**src/sv/nv3_pkg.sv**
```systemverilog
// Package with shared constants and types for the 3D vector normalizer.
`timescale 1ns / 1ps
`default_nettype none
package nv3_pkg;
   localparam int CompWidth  = 16;
   localparam int MagWidth   = CompWidth;
   localparam int FracBits   = 14;
   localparam int QWidth     = FracBits + 1;
   localparam int SumWidth   = 2 * MagWidth + 2;
   localparam int RhsWidth   = 2 * MagWidth + 2 * FracBits + 2;
   localparam int OddWidth   = QWidth + 1;
   localparam int LhsWidth   = 2 * OddWidth + SumWidth;
   localparam int NumLanes   = 3;
   localparam int OutWidth   = 16;

   typedef logic [MagWidth-1:0] mag_type;
   typedef logic [SumWidth-1:0] sum_type;
   typedef logic [RhsWidth-1:0] rhs_type;
   typedef logic [QWidth-1:0]   q_type;

   // Work carried from one cell to the next for one vector.
   typedef struct packed {
      logic                   valid;
      logic                   zero;
      sum_type                sum;
      logic [NumLanes-1:0]    neg;
      rhs_type [NumLanes-1:0] rhs;
      q_type   [NumLanes-1:0] q;
   } cell_data_type;
endpackage
`default_nettype wire

```
**src/sv/nv3_front.sv**
```systemverilog
// Front stage: magnitudes, sum of squares and scaled squared magnitudes.
`timescale 1ns / 1ps
`default_nettype none
module nv3_front (
   input  wire logic                    clock,
   input  wire logic                    reset,
   input  wire logic                    advance,
   input  wire logic                    in_valid,
   input  wire logic [nv3_pkg::CompWidth-1:0] in_x,
   input  wire logic [nv3_pkg::CompWidth-1:0] in_y,
   input  wire logic [nv3_pkg::CompWidth-1:0] in_z,
   output nv3_pkg::cell_data_type       out_data
);
   // Stage 1 registers signs and squares; stage 2 forms the sum.
   logic                                      s1_valid_ff, s1_valid_in;
   logic [nv3_pkg::NumLanes-1:0]              s1_neg_ff, s1_neg_in;
   logic [nv3_pkg::NumLanes-1:0][2*nv3_pkg::MagWidth-1:0] s1_sq_ff, s1_sq_in;
   nv3_pkg::cell_data_type                    s2_ff, s2_in;
   logic [nv3_pkg::NumLanes-1:0][nv3_pkg::CompWidth-1:0] comp;
   nv3_pkg::mag_type                          mag;

   assign comp[0] = in_x;
   assign comp[1] = in_y;
   assign comp[2] = in_z;

   always_comb begin
      s1_valid_in = in_valid;
      for (int i = 0; i < nv3_pkg::NumLanes; i++) begin
         s1_neg_in[i] = comp[i][nv3_pkg::CompWidth-1];
         mag = s1_neg_in[i] ? (~comp[i] + 1'b1) : comp[i];
         s1_sq_in[i] = mag * mag;
      end
   end

   always_comb begin
      s2_in = '0;
      s2_in.valid = s1_valid_ff;
      s2_in.neg = s1_neg_ff;
      s2_in.sum = nv3_pkg::SumWidth'(s1_sq_ff[0]) + nv3_pkg::SumWidth'(s1_sq_ff[1])
                + nv3_pkg::SumWidth'(s1_sq_ff[2]);
      s2_in.zero = (s2_in.sum == '0);
      for (int i = 0; i < nv3_pkg::NumLanes; i++) begin
         s2_in.rhs[i] = nv3_pkg::RhsWidth'(s1_sq_ff[i]) << (2 * nv3_pkg::FracBits + 2);
      end
   end

   always_ff @(posedge clock) begin
      if (reset) begin
         s1_valid_ff <= 1'b0;
         s2_ff.valid <= 1'b0;
      end else if (advance) begin
         s1_valid_ff <= s1_valid_in;
         s2_ff.valid <= s2_in.valid;
      end
      if (advance) begin
         s1_neg_ff <= s1_neg_in;
         s1_sq_ff  <= s1_sq_in;
         s2_ff.zero <= s2_in.zero;
         s2_ff.sum <= s2_in.sum;
         s2_ff.neg <= s2_in.neg;
         s2_ff.rhs <= s2_in.rhs;
         s2_ff.q   <= s2_in.q;
      end
   end

   assign out_data = s2_ff;
endmodule
`default_nettype wire

```
**config.mk**
```make
export PLATFORM = sky130hd
export DESIGN_NAME = nv3_front
export DESIGN_NICKNAME = d
export VERILOG_FILES = /design/src/sv/nv3_pkg.sv /design/src/sv/nv3_front.sv
export SDC_FILE = /design/constraint.sdc
export NUM_CORES = 2
export LEC_CHECK = 0
export ABC_AREA = 1
export BUFFER_PORTS_ARGS = -buffer_cell sky130_fd_sc_hd__buf_2
export CAP_MARGIN = 20
export CORE_MARGIN = 10
export CORE_UTILIZATION = 33
export CTS_CLUSTER_DIAMETER = 150
export DETAILED_ROUTE_END_ITERATION = 16
export HOLD_SLACK_MARGIN = 0.1
export PLACE_DENSITY = 0.57
export SYNTH_ARGS = -nofsm -noshare
export SYNTH_HDL_FRONTEND = slang
export SYNTH_SLANG_ARGS = --single-unit
```
**constraint.sdc**
```tcl
create_clock -name clock -period 20.9 [get_ports clock]
set_clock_uncertainty 0.15 [all_clocks]
set_input_delay 2.09 -clock clock [delete_from_list [all_inputs] [get_ports clock]]
set_output_delay 2.09 -clock clock [all_outputs]
set_load 0.01 [all_outputs]
```
==> results by group <==
Timing
  – Setup violators final: 0
  – Slew headroom: between 30% and 40%
  – Tmin final: 9510 ps
  – FMAX: between 100 and 150 MHz
  – Final Max Slew Viols: 0
  – RSZ-0062 raised after global routing: no
  – Slew @ Worst Pin: 943 ps
  – Setup_tns: 0 ps
  – Final period utilization: a little under half
  – Hold Vio Cnt, Final: 0

Layout
  – Most frequent cells in the layout: inv_1 (896), nand2_1 (643), fa_1 (521)
  – Syn-to-layout area delta: 9.20%
  – Final core occ: 36.4%
  – Layout cell share with drive strength beyond 1: between 8 and 9%
  – Commonest non-fill, non-tap cell in the layout: inv_1
  – Nets: about 4800
  – Fill cells: 10200
  – Register area: 0.00686 sq mm
  – Footprint of the multi-input gates: roughly 0.023 sq mm

Floorplanning
  – Die Height: approximately 340 microns
  – # IOs: roughly 320
  – Die outline area: 0.115 sq mm
  – Starting Density: 33.4%
  – Core Area: around 0.10 sq mm
  – Die W: roughly 340 microns
  – # rows: around 120

Yosys
  – Synth Flop Type: edfxtp_1
  – Ys Warns: 0
  – Distinct cell type count of the synthesized netlist: 56
  – Post-Synth Adder-Cell Area: between 40% and 50%
  – Synth top area cells: fa_1 (31%), edfxtp_1 (20%), ha_1 (12%), inv_1 (10%), nand2_1 (7.2%)
  – Synthesis-stage register bit count: approximately 230
  – Multiplexer share of the synthesized area: 0%
  – Top cell type's share of synthesized area: a little under a third
  – Post-Syn Area per Cell: between 8 and 9 sq um
  – Main combinational cell family by area after synthesis: adder cells
  – Cells after synthesis: approximately 3700
  – Complex-gate fraction of the synthesized area: between 4 and 5%
  – Post-Synth Simple-Gate Area: approximately 15%
  – Post-synth EDFFs: around 230
  – Cell taking the most area after synthesis: fa_1
  – Syn Std Cell Area: between 0.03 and 0.04 sq mm
  – XOR/XNOR share of the synthesized area: around 3.1%
  – Post-synth ARST share: 0%
  – Seq/Total Area, Yosys: between 20% and 30%

Min path
  – Min-delay worst type: register to register

GRT
  – Number of global-route vias before repair: 24900
  – First-pass GRT wire length: roughly 140000 microns
  – GRT Total Usage: 15.8%
  – Largest net degree at the start of global routing: between 100 and 150
  – Initial antenna violation count: 14
  – GRT overflow: 0

Drt
  – Final WL: 91700 microns
  – Pre-Repair DR Iteration Count: 5
  – Vias: ~24000
  – Routed Antenna Nets: 0
  – Number of DRC markers in iteration 0: roughly 1500
  – Vias per cell: between 4 and 5
  – Residual DRC: 0
  – Wire length per cell: 17.2 microns

Clock tree
  – CTS clock-pin slew for the worst setup and hold paths: around 60 ps
  – Htree depth: 1
  – CTS tree: yes
  – Clock tree buffer depth: 3
  – Worst-Skew Late Latency: between 600 and 700 ps
  – CTS resizes: 0
  – Post-CTS Setup Bufs: 0
  – CTS Root Cell: clkbuf_16
  – Total CTS buffers: 30
  – Post-CTS Hold Buffers: 0
  – Clock sink count: ~230

Placed design
  – DP Wirelength: approximately 79000 microns
  – I/O Buffers: about 180
  – Routability Congestion: 0.914

Worst setup path
  – Crit path capture type: register
  – CP Launch Type: input port
  – Largest fanout on the critical path: 17
  – Worst Path Arrival: 9710 ps
  – Worst Path Required: approximately 21000 ps
  – Setup CP Type: input port to register

Flow run
  – Max_cap viols: 0

Run status
  – Status: finished, final reports clean
## synthesized netlist by cell type (all sizes together), types with 3 or more instances
cell type and count:
a31oi 13, edfxtp 227, o21bai 12, xor2 71, a21oi 129, clkbuf 22
o21ai 76, o21a 3, clkinv 7, o211ai 3, nor2 343, or3 3
nand3b 10, fa 521, ha 320, a21o 14, nand3 85, xnor2 41
or2 12, o31ai 5, nor3 38, nand4 21, buf 156, nor4 9
a21boi 6, nand2 658, inv 915
## stage by stage
step / setup WS [ps] / hold slack [ps] / cell area [sq um] / instances
after floorplan: 12240 / 250 / 34100 / 3901
after global placement: 10950 / 252 / 35600 / 5271
after detailed placement: 10800 / 256 / 35600 / 5271
after CTS: 11440 / 264 / 36500 / 5326
after global routing: 10950 / 273 / 36500 / 5326
final: 11390 / 268 / 36500 / 5328
## registers in the layout (all words and copies together), names as in the netlist
| register | count |
|---|---|
| out_data | 132 |
| s1_neg_ff | 3 |
| s1_sq_ff | 93 |
| s1_valid_ff | 1 |
## area by class of cell
cell class | count | area share [%]
multi-input cells | 2572 | 61.7
clock inverters | 22 | 0.572
flip-flops and latches | 229 | 18.8
well taps | 1357 | 4.65
inverters | 922 | 9.48
diodes | 2 | 0.0137
repair buffers | 191 | 2.70
clock buffers | 33 | 2.09
## kinds of logic after synthesis
logic type,count (synthesis)
AO/OA/AOI/OAI,264
XOR/XNOR,112
adder cells (fa/ha/maj),841
buffers and inverters,1100
flip-flops,229
other,2
AND/OR/NAND/NOR,1181
## routing by layer
layer / GRT usage (%) / vias up / part of all wire, %
met5: 0 / - / 0
met4: 3.21 / 0 / 2.3
met3: 3.58 / 97 / 8.1
met2: 24.9 / 760 / 44
met1: 22.1 / 11800 / 45
li1: - / 11500 / -
## worst max-delay path: stages
cell,delay (ps)
buf_2,330
clkinv_1,550
ha_1,470
or2_2,330
xor2_2,480
clkinv_1,480
nor2_1,300
fa_1,470
inv_1,90
fa_1,400
inv_1,90
fa_1,440
fa_1,500
fa_1,490
inv_1,50
fa_1,480
inv_1,40
ha_1,360
nand2_1,120
nor2_1,110
inv_1,40
o21ai_0,420
nand3_1,150
nand3_1,140
a21oi_1,90
xnor2_1,140
## final timing paths
kind                      from            end  slack (ps)  cells past startpoint
hold reg to reg   s1_neg_ff[2]  out_data[233]         270                      0
setup reg to reg  s1_sq_ff[41]  out_data[268]       17260                     14
setup / recovery       in_z[0]   s1_sq_ff[89]       11390                     26
hold / removal    s1_neg_ff[2]  out_data[233]         270                      0
Power is not shown: default switching activity piles up to over one toggle a cycle in this logic, so the estimate is an artifact.
